### src/hdl/pol_pkg.sv
package pol_pkg;

	localparam int CAPACITY = 16;
	localparam int CNT_W    = $clog2(CAPACITY + 1);
	localparam int IDX_W    = $clog2(CAPACITY);

	localparam logic [2:0] CMD_INS_FRONT = 3'd0;
	localparam logic [2:0] CMD_INS_BACK  = 3'd1;
	localparam logic [2:0] CMD_INS_AT    = 3'd2;
	localparam logic [2:0] CMD_DEL_FRONT = 3'd3;
	localparam logic [2:0] CMD_DEL_BACK  = 3'd4;
	localparam logic [2:0] CMD_DEL_AT    = 3'd5;
	localparam logic [2:0] CMD_DUMP      = 3'd6;

	localparam logic [1:0] ST_OK     = 2'd0;
	localparam logic [1:0] ST_EMPTY  = 2'd1;
	localparam logic [1:0] ST_BADPOS = 2'd2;
	localparam logic [1:0] ST_FULL   = 2'd3;

	typedef struct packed {
		logic [2:0]          command;
		logic signed [31:0]  value;
		logic [6:0]          position;
	} req_word_t;

	typedef struct packed {
		logic [1:0]          status;
		logic [6:0]          entry_count;
		logic signed [31:0]  element_value;
		logic [6:0]          element_index;
		logic                last;
	} rsp_word_t;

	typedef struct packed {
		logic edit;
		logic dump_start;
		logic dump_step;
	} pol_cmd_t;

	typedef struct packed {
		logic nonempty;
		logic dump_last;
	} pol_stat_t;

endpackage

### src/hdl/pol_dpath.sv
module pol_dpath import pol_pkg::*; (
	input  logic      clk,
	input  logic      arst_n,
	input  req_word_t req,
	input  pol_cmd_t  cmd,
	output pol_stat_t stat,
	output rsp_word_t rsp
);

	logic signed [31:0] cells_q [CAPACITY];
	logic signed [31:0] cells_nxt [CAPACITY];
	logic [CNT_W-1:0]   count_q;
	logic [CNT_W-1:0]   count_nxt;
	logic [IDX_W-1:0]   idx_q;
	logic [6:0]         cnt7;
	logic [6:0]         slot7;
	logic [IDX_W-1:0]   slot;
	logic [1:0]         status;
	logic               ins;
	logic               del;
	logic               full;
	logic               empty;
	rsp_word_t          rsp_q;

	assign cnt7  = 7'(count_q);
	assign full  = (count_q == CNT_W'(CAPACITY));
	assign empty = (count_q == '0);
	assign slot  = slot7[IDX_W-1:0];

	always_comb begin
		status = ST_OK;
		ins    = 1'b0;
		del    = 1'b0;
		slot7  = '0;
		unique case (req.command)
			CMD_INS_FRONT: begin
				if (full) status = ST_FULL;
				else ins = 1'b1;
			end
			CMD_INS_BACK: begin
				if (full) status = ST_FULL;
				else begin
					ins   = 1'b1;
					slot7 = cnt7;
				end
			end
			CMD_INS_AT: begin
				if (full) status = ST_FULL;
				else if (req.position == '0 || req.position > cnt7 + 7'd1) status = ST_BADPOS;
				else begin
					ins   = 1'b1;
					slot7 = req.position - 7'd1;
				end
			end
			CMD_DEL_FRONT: begin
				if (empty) status = ST_EMPTY;
				else del = 1'b1;
			end
			CMD_DEL_BACK: begin
				if (empty) status = ST_EMPTY;
				else begin
					del   = 1'b1;
					slot7 = cnt7 - 7'd1;
				end
			end
			CMD_DEL_AT: begin
				if (empty) status = ST_EMPTY;
				else if (req.position == '0 || req.position > cnt7) status = ST_BADPOS;
				else begin
					del   = 1'b1;
					slot7 = req.position - 7'd1;
				end
			end
			CMD_DUMP: begin
				if (empty) status = ST_EMPTY;
			end
			default: begin
				status = ST_OK;
			end
		endcase
	end

	always_comb begin
		count_nxt = count_q;
		if (ins) count_nxt = count_q + CNT_W'(1);
		else if (del) count_nxt = count_q - CNT_W'(1);
	end

	for (genvar i = 0; i < CAPACITY; i++) begin : g_cell
		logic signed [31:0] prev_v;
		logic signed [31:0] next_v;
		if (i == 0) begin : g_first
			assign prev_v = cells_q[i];
		end else begin : g_mid
			assign prev_v = cells_q[i-1];
		end
		if (i == CAPACITY - 1) begin : g_last
			assign next_v = cells_q[i];
		end else begin : g_inner
			assign next_v = cells_q[i+1];
		end
		always_comb begin
			cells_nxt[i] = cells_q[i];
			if (ins) begin
				if (slot == IDX_W'(i)) cells_nxt[i] = req.value;
				else if (slot < IDX_W'(i)) cells_nxt[i] = prev_v;
			end else if (del) begin
				if (slot <= IDX_W'(i)) cells_nxt[i] = next_v;
			end
		end
		always_ff @(posedge clk) begin
			if (cmd.edit) cells_q[i] <= cells_nxt[i];
		end
	end

	assign stat.nonempty  = !empty;
	assign stat.dump_last = (7'(idx_q) + 7'd1 == cnt7);

	always_ff @(posedge clk or negedge arst_n) begin
		if (!arst_n) begin
			count_q <= '0;
			idx_q   <= '0;
		end else begin
			if (cmd.edit) count_q <= count_nxt;
			if (cmd.dump_start) idx_q <= '0;
			else if (cmd.dump_step) idx_q <= idx_q + IDX_W'(1);
		end
	end

	always_ff @(posedge clk) begin
		if (cmd.edit) begin
			rsp_q.status        <= status;
			rsp_q.entry_count   <= 7'(count_nxt);
			rsp_q.element_value <= '0;
			rsp_q.element_index <= '0;
			rsp_q.last          <= 1'b1;
		end else if (cmd.dump_step) begin
			rsp_q.status        <= ST_OK;
			rsp_q.entry_count   <= cnt7;
			rsp_q.element_value <= cells_q[idx_q];
			rsp_q.element_index <= 7'(idx_q) + 7'd1;
			rsp_q.last          <= stat.dump_last;
		end
	end

	assign rsp = rsp_q;

	a_count_bound: assert property (@(posedge clk) disable iff (!arst_n)
		count_q <= CNT_W'(CAPACITY))
		else $error("held count beyond capacity");

	a_full_hold: assert property (@(posedge clk) disable iff (!arst_n)
		(cmd.edit && full && (req.command == CMD_INS_FRONT ||
			req.command == CMD_INS_BACK || req.command == CMD_INS_AT)) |=> $stable(count_q))
		else $error("insert on full list changed count");

	a_dump_start: assert property (@(posedge clk) disable iff (!arst_n)
		cmd.dump_start |=> (idx_q == '0))
		else $error("dump index not cleared");

endmodule

### src/hdl/pol_ctrl.sv
module pol_ctrl import pol_pkg::*; (
	input  logic      clk,
	input  logic      arst_n,
	input  logic      req_valid,
	input  logic [2:0] req_command,
	output logic      req_stall,
	output logic      rsp_valid,
	input  logic      rsp_stall,
	input  pol_stat_t stat,
	output pol_cmd_t  cmd
);

	typedef enum logic {
		IDLE,
		DUMP
	} state_t;

	state_t state_q;
	logic   out_valid_q;
	logic   out_free;
	logic   take;

	assign out_free  = !out_valid_q || !rsp_stall;
	assign req_stall = (state_q != IDLE) || !out_free;
	assign take      = req_valid && !req_stall;
	assign rsp_valid = out_valid_q;

	always_comb begin
		cmd = '0;
		unique case (state_q)
			IDLE: begin
				if (take) begin
					if (req_command == CMD_DUMP && stat.nonempty) cmd.dump_start = 1'b1;
					else cmd.edit = 1'b1;
				end
			end
			DUMP: begin
				if (out_free) cmd.dump_step = 1'b1;
			end
			default: begin
				cmd = '0;
			end
		endcase
	end

	always_ff @(posedge clk or negedge arst_n) begin
		if (!arst_n) begin
			state_q     <= IDLE;
			out_valid_q <= 1'b0;
		end else begin
			if (cmd.edit || cmd.dump_step) out_valid_q <= 1'b1;
			else if (!rsp_stall) out_valid_q <= 1'b0;
			unique case (state_q)
				IDLE: begin
					if (cmd.dump_start) state_q <= DUMP;
				end
				DUMP: begin
					if (cmd.dump_step && stat.dump_last) state_q <= IDLE;
				end
				default: begin
					state_q <= IDLE;
				end
			endcase
		end
	end

	a_dump_blocks: assert property (@(posedge clk) disable iff (!arst_n)
		(state_q == DUMP) |-> req_stall)
		else $error("word taken during dump");

	a_dump_end: assert property (@(posedge clk) disable iff (!arst_n)
		(cmd.dump_step && stat.dump_last) |=> (state_q == IDLE && out_valid_q))
		else $error("dump did not finish cleanly");

	a_one_cmd: assert property (@(posedge clk) disable iff (!arst_n)
		$onehot0({cmd.edit, cmd.dump_start, cmd.dump_step}))
		else $error("conflicting datapath commands");

endmodule

### src/hdl/positional_ordered_list_top.sv
// Channel   Direction  Word        Handshake
// req       in         req_word_t  req_valid / req_stall
// rsp       out        rsp_word_t  rsp_valid / rsp_stall
//
// An edit gives one word from the output register.
// A dump of N entries gives N words, one per cycle unless rsp_stall holds them, read from the cell row;
// no new request is taken until the last of them is loaded.
// arst_n clears the count, the controller state and the output valid.
// A stalled output holds its word; a request is taken while it drains.
module positional_ordered_list_top import pol_pkg::*; (
	input  logic      clk,
	input  logic      arst_n,
	input  logic      req_valid,
	output logic      req_stall,
	input  req_word_t req,
	output logic      rsp_valid,
	input  logic      rsp_stall,
	output rsp_word_t rsp
);

	pol_cmd_t  cmd;
	pol_stat_t stat;

	pol_ctrl u_ctrl (
		.clk         (clk),
		.arst_n      (arst_n),
		.req_valid   (req_valid),
		.req_command (req.command),
		.req_stall   (req_stall),
		.rsp_valid   (rsp_valid),
		.rsp_stall   (rsp_stall),
		.stat        (stat),
		.cmd         (cmd)
	);

	pol_dpath u_dpath (
		.clk    (clk),
		.arst_n (arst_n),
		.req    (req),
		.cmd    (cmd),
		.stat   (stat),
		.rsp    (rsp)
	);

endmodule
### config.mk
export PLATFORM = sky130hd
export DESIGN_NAME = positional_ordered_list_top
export DESIGN_NICKNAME = d
export VERILOG_FILES = /design/src/hdl/pol_pkg.sv /design/src/hdl/pol_dpath.sv /design/src/hdl/pol_ctrl.sv /design/src/hdl/positional_ordered_list_top.sv
export SDC_FILE = /design/constraint.sdc
export NUM_CORES = 2
export LEC_CHECK = 0
export BUFFER_PORTS_ARGS = -buffer_cell sky130_fd_sc_hd__buf_2
export CORE_ASPECT_RATIO = 0.9
export CORE_MARGIN = 5
export CORE_UTILIZATION = 50
export DETAILED_ROUTE_END_ITERATION = 16
export GPL_ROUTABILITY_DRIVEN = 0
export PLACE_DENSITY = 0.62
export SKIP_LAST_GASP = 1
export SYNTH_ARGS = -nofsm -noshare
export SYNTH_HDL_FRONTEND = slang
export SYNTH_SLANG_ARGS = --single-unit
### constraint.sdc
create_clock -name clk -period 7.2 [get_ports clk]
set_input_delay 1.44 -clock clk [delete_from_list [all_inputs] [get_ports clk]]
set_output_delay 1.44 -clock clk [all_outputs]
set_load 0.01 [all_outputs]
==> summary.md <==
| Metric | Value |
|---|---|
| Top-count cell post-synth | `nand2_1` |
| Routed WL | `between 100 and 150 mm` |
| Post-synth top area cell | `edfxtp_1` |
| IO buf count | `just over 90` |
| Combinational share of power | `between 30 and 40%` |
| Hold_sp | `u_dpath.rsp[1]` |
| Reg-to-reg startpoint | `u_dpath.count_q[2]` |
| Die ar. | `0.0713 sq mm` |
| Synth warnings | `0` |
| DP HPWL | `around 67 mm` |
| TNS Setup | `0 ns` |
| Final worst path period share | `roughly three quarters` |
| Crit path launch type | `flop` |
| GRT overflow | `0` |
| Largest net degree at the start of global routing | `181` |
| Reg2Reg Depth | `11` |
| Final setup violation count | `0` |
| Top cell type's share of synthesized area | `a little under half` |
| Postcts setup bufs | `0` |
| Worst EP required | `between 7 and 8 ns` |
| Initial Utilization | `between 50 and 60%` |
| Rows | `89` |
| DR iter-0 viols | `between 4,000 and 5,000` |
| Root Buffer | `clkbuf_16` |
| CTS buffer count | `66` |
| Nets | `roughly 2,900` |
| Top post-synthesis cells by count | `633 x nand2_1, 519 x edfxtp_1, 249 x o211ai_1` |
| Drt drc | `0` |
| Die Y | `between 200 and 300 um` |
| Flop pwr share | `about 37%` |
| Final ANT Viol Nets | `0` |
| Crit Path Category | `reg -> reg` |
| Final Worst Setup Slack | `1.79 ns` |
| Switch Pwr | `around 4.6 mW` |
| Wirelength per Cell | `31.0 um` |
| Worst EP arrival | `~5.7 ns` |
| Pins Over Slew Limit | `0` |
| Asr flop ratio synth | `~1.9%` |
| Critical path launch point | `u_dpath.count_q[2]` |
| Synth unique cells | `71` |
| RSZ-0062 raised after global routing | `false` |
| Net Sw Frac | `between 30% and 40%` |
| Worst vdd ir | `between 300 and 400 uV` |
| DR vias | `about 28,000` |
| Vias per cell | `7.44` |
| First-pass GRT wire length | `about 170 mm` |
| Hold path depth | `2` |
| Cell-internal power | `around 8 mW` |
| Number of global-route vias before repair | `roughly 27,000` |
| CP max FO | `22` |
| Hold-fix buffers at CTS | `0` |
| CTS tree | `yes` |
| Hold Path Class | `reg -> reg` |
| Number of synthesized flops with an enable pin | `just over 500` |
| Pre-CTS setup slack | `about 1.6 ns` |
| Final Hold Fails | `0` |
| Synthesized area per cell | `approximately 11 sq um` |
| Max Clock Freq | `about 0.18 GHz` |
| Die W | `approximately 280 um` |
| Worst relative slew slack | `between 10% and 20%` |
| Clk Latency, worst-skew pair | `0.61 ns` |
| CTS sink count | `~570` |
| Post_cts resized | `0` |
| Clock power share | `a little over a quarter` |
| Synthesized cell area | `about 0.033 sq mm` |
| Seq/Total Area, Yosys | `between 50% and 60%` |
| Pwr dens | `343 mW/mm^2` |
| Leakage | `between 10 and 15 nW` |
| Syn Inst Count | `just under 3,000` |
| Ranking of synthesized cells by area | `edfxtp_1 47%, mux4_2 11%, nand2_1 7.2%, a221o_1 6.0%, o211ai_1 5.7%` |
| Tmin final | `around 5.4 ns` |
| Layout cells sized above 1 | `18.0%` |
| Clock Path Buffers | `3` |
| CP endpoint kind | `flop` |
| Drt first pass iters | `6` |
| Area Growth Syn to Fin | `9.83%` |
| Clk slew on worst S/H paths | `approximately 0.06 ns` |
| Main synth FF type | `edfxtp_1` |
| Clock skew | `~0.022 ns` |
| Non-filler cells, final | `3,765` |
| Global-route usage over all layers | `between 30% and 40%` |
| Antenna violations before repair | `1` |
| Least-Margin Pin Slew | `1.20 ns` |
| # IOs | `97` |
| DP Cell Count | `roughly 3,600` |
| H-tree depth | `3` |
| Hold Slack | `around 0.45 ns` |
| Max-cap violations | `0` |
| Pwr Total | `approximately 12 mW` |
| Core ar. | `between 0.06 and 0.07 sq mm` |
| Number of synthesized register bits | `568` |
| Status | `complete, no violations` |
-- flip-flops by register name, summed over array words and instances, names as in the netlist --
register	count
u_dpath.idx_q	4
u_ctrl.state_q	1
u_dpath.count_q	5
u_ctrl.rsp_valid	1
u_dpath.cells_q	512
u_dpath.rsp	45
-- layer usage --
layer  GRT usage [%]  wire, um  vias to the layer above  part of all wire, %
li1                -         -                    11500                    -
met1            45.6     45700                    13800                   39
met2            47.2     51700                     2360                   44
met3            8.10     15400                      309                   13
met4            10.4      4060                        0                  3.5
met5               0         0                        -                    0
-- through the flow --
step                      instance area (sq um)  util (%)
after floorplan                           33100         -
after global placement                    34200      52.3
after detailed placement                  34200      52.3
after CTS                                 36300      55.4
after global routing                      36300      55.4
final                                     36300      55.4
-- logic make-up (layout without fill, tap and decap cells) --
kind of cell | count (synthesis) | count (layout) | share of synthesized area (%)
simple gates | 962 | 962 | 12.2
xor+xnor | 19 | 19 | 0.504
mux | 196 | 196 | 12.1
flops | 568 | 568 | 50.3
other cells | 1 | 5 | 0.0114
buf+inv | 369 | 311 | 4.60
fa+ha+maj | 15 | 15 | 0.568
compound gates | 825 | 825 | 19.7
-- power by group through the flow --
stage / logic, mW / clock network [mW] / registers [mW]
2_1_floorplan: 3.08 / 0 / 4.49
3_3_place_gp: 4.44 / 0 / 4.61
3_5_place_dp: 4.50 / 0 / 4.63
4_1_cts: 4.51 / 3.31 / 4.57
5_1_grt: 4.83 / 3.43 / 4.62
6_report: 4.59 / 3.28 / 4.58
-- worst max-delay path, cell delays in order, from the launching register on --
cell	delay, ns
dfrtp_1	0.66
inv_1	0.21
nor3_1	0.41
nand3_1	0.14
ha_1	0.33
nand4b_1	0.16
a211oi_1	0.53
o22ai_2	0.36
a21oi_4	0.85
nand2_1	0.21
a21oi_4	0.57
buf_4	0.57
-- final timing paths --
path,endpoint,slack (ns)
setup / recovery,u_dpath.cells_q[4][18],1.79
hold / removal,u_dpath.rsp[1],0.45
setup reg to reg,u_dpath.cells_q[4][18],1.79
hold reg to reg,u_dpath.rsp[1],0.45
max in group asynchronous,u_dpath.idx_q[0],6.25
min in group asynchronous,u_dpath.count_q[0],0.71
-- final cells by class --
cell class,instances,area (sq um)
clock buffers,93,1910
inverters,13,48.8
well taps,864,1080
clock inverters,25,149
multi-input cells,2021,15200
fillers,5569,29200
repair buffers,180,1260
flip-flops and latches,568,16600
diodes,1,2.50
-- cell usage in the layout, fill, tap and decap left out, types with 7 or more instances in the layout --
cell / instances
a31oi_1: 71
and2_1: 35
o311ai_0: 125
clkbuf_1: 15
clkinv_1: 10
nor3_1: 14
dfrtp_1: 7
a221o_1: 198
o21ai_0: 18
ha_1: 15
buf_2: 92
a21o_1: 10
mux4_2: 160
o211ai_1: 249
xnor2_1: 14
a21oi_4: 7
mux2_2: 30
clkinv_2: 11
a21oi_1: 110
buf_4: 77
clkbuf_16: 69
nand2_1: 630
inv_1: 13
dfxtp_1: 38
buf_12: 11
clkbuf_8: 9
nor2_1: 88
nand3_1: 143
nor2_4: 9
edfxtp_1: 519
Note: power is estimated with default switching activity, not from simulation.
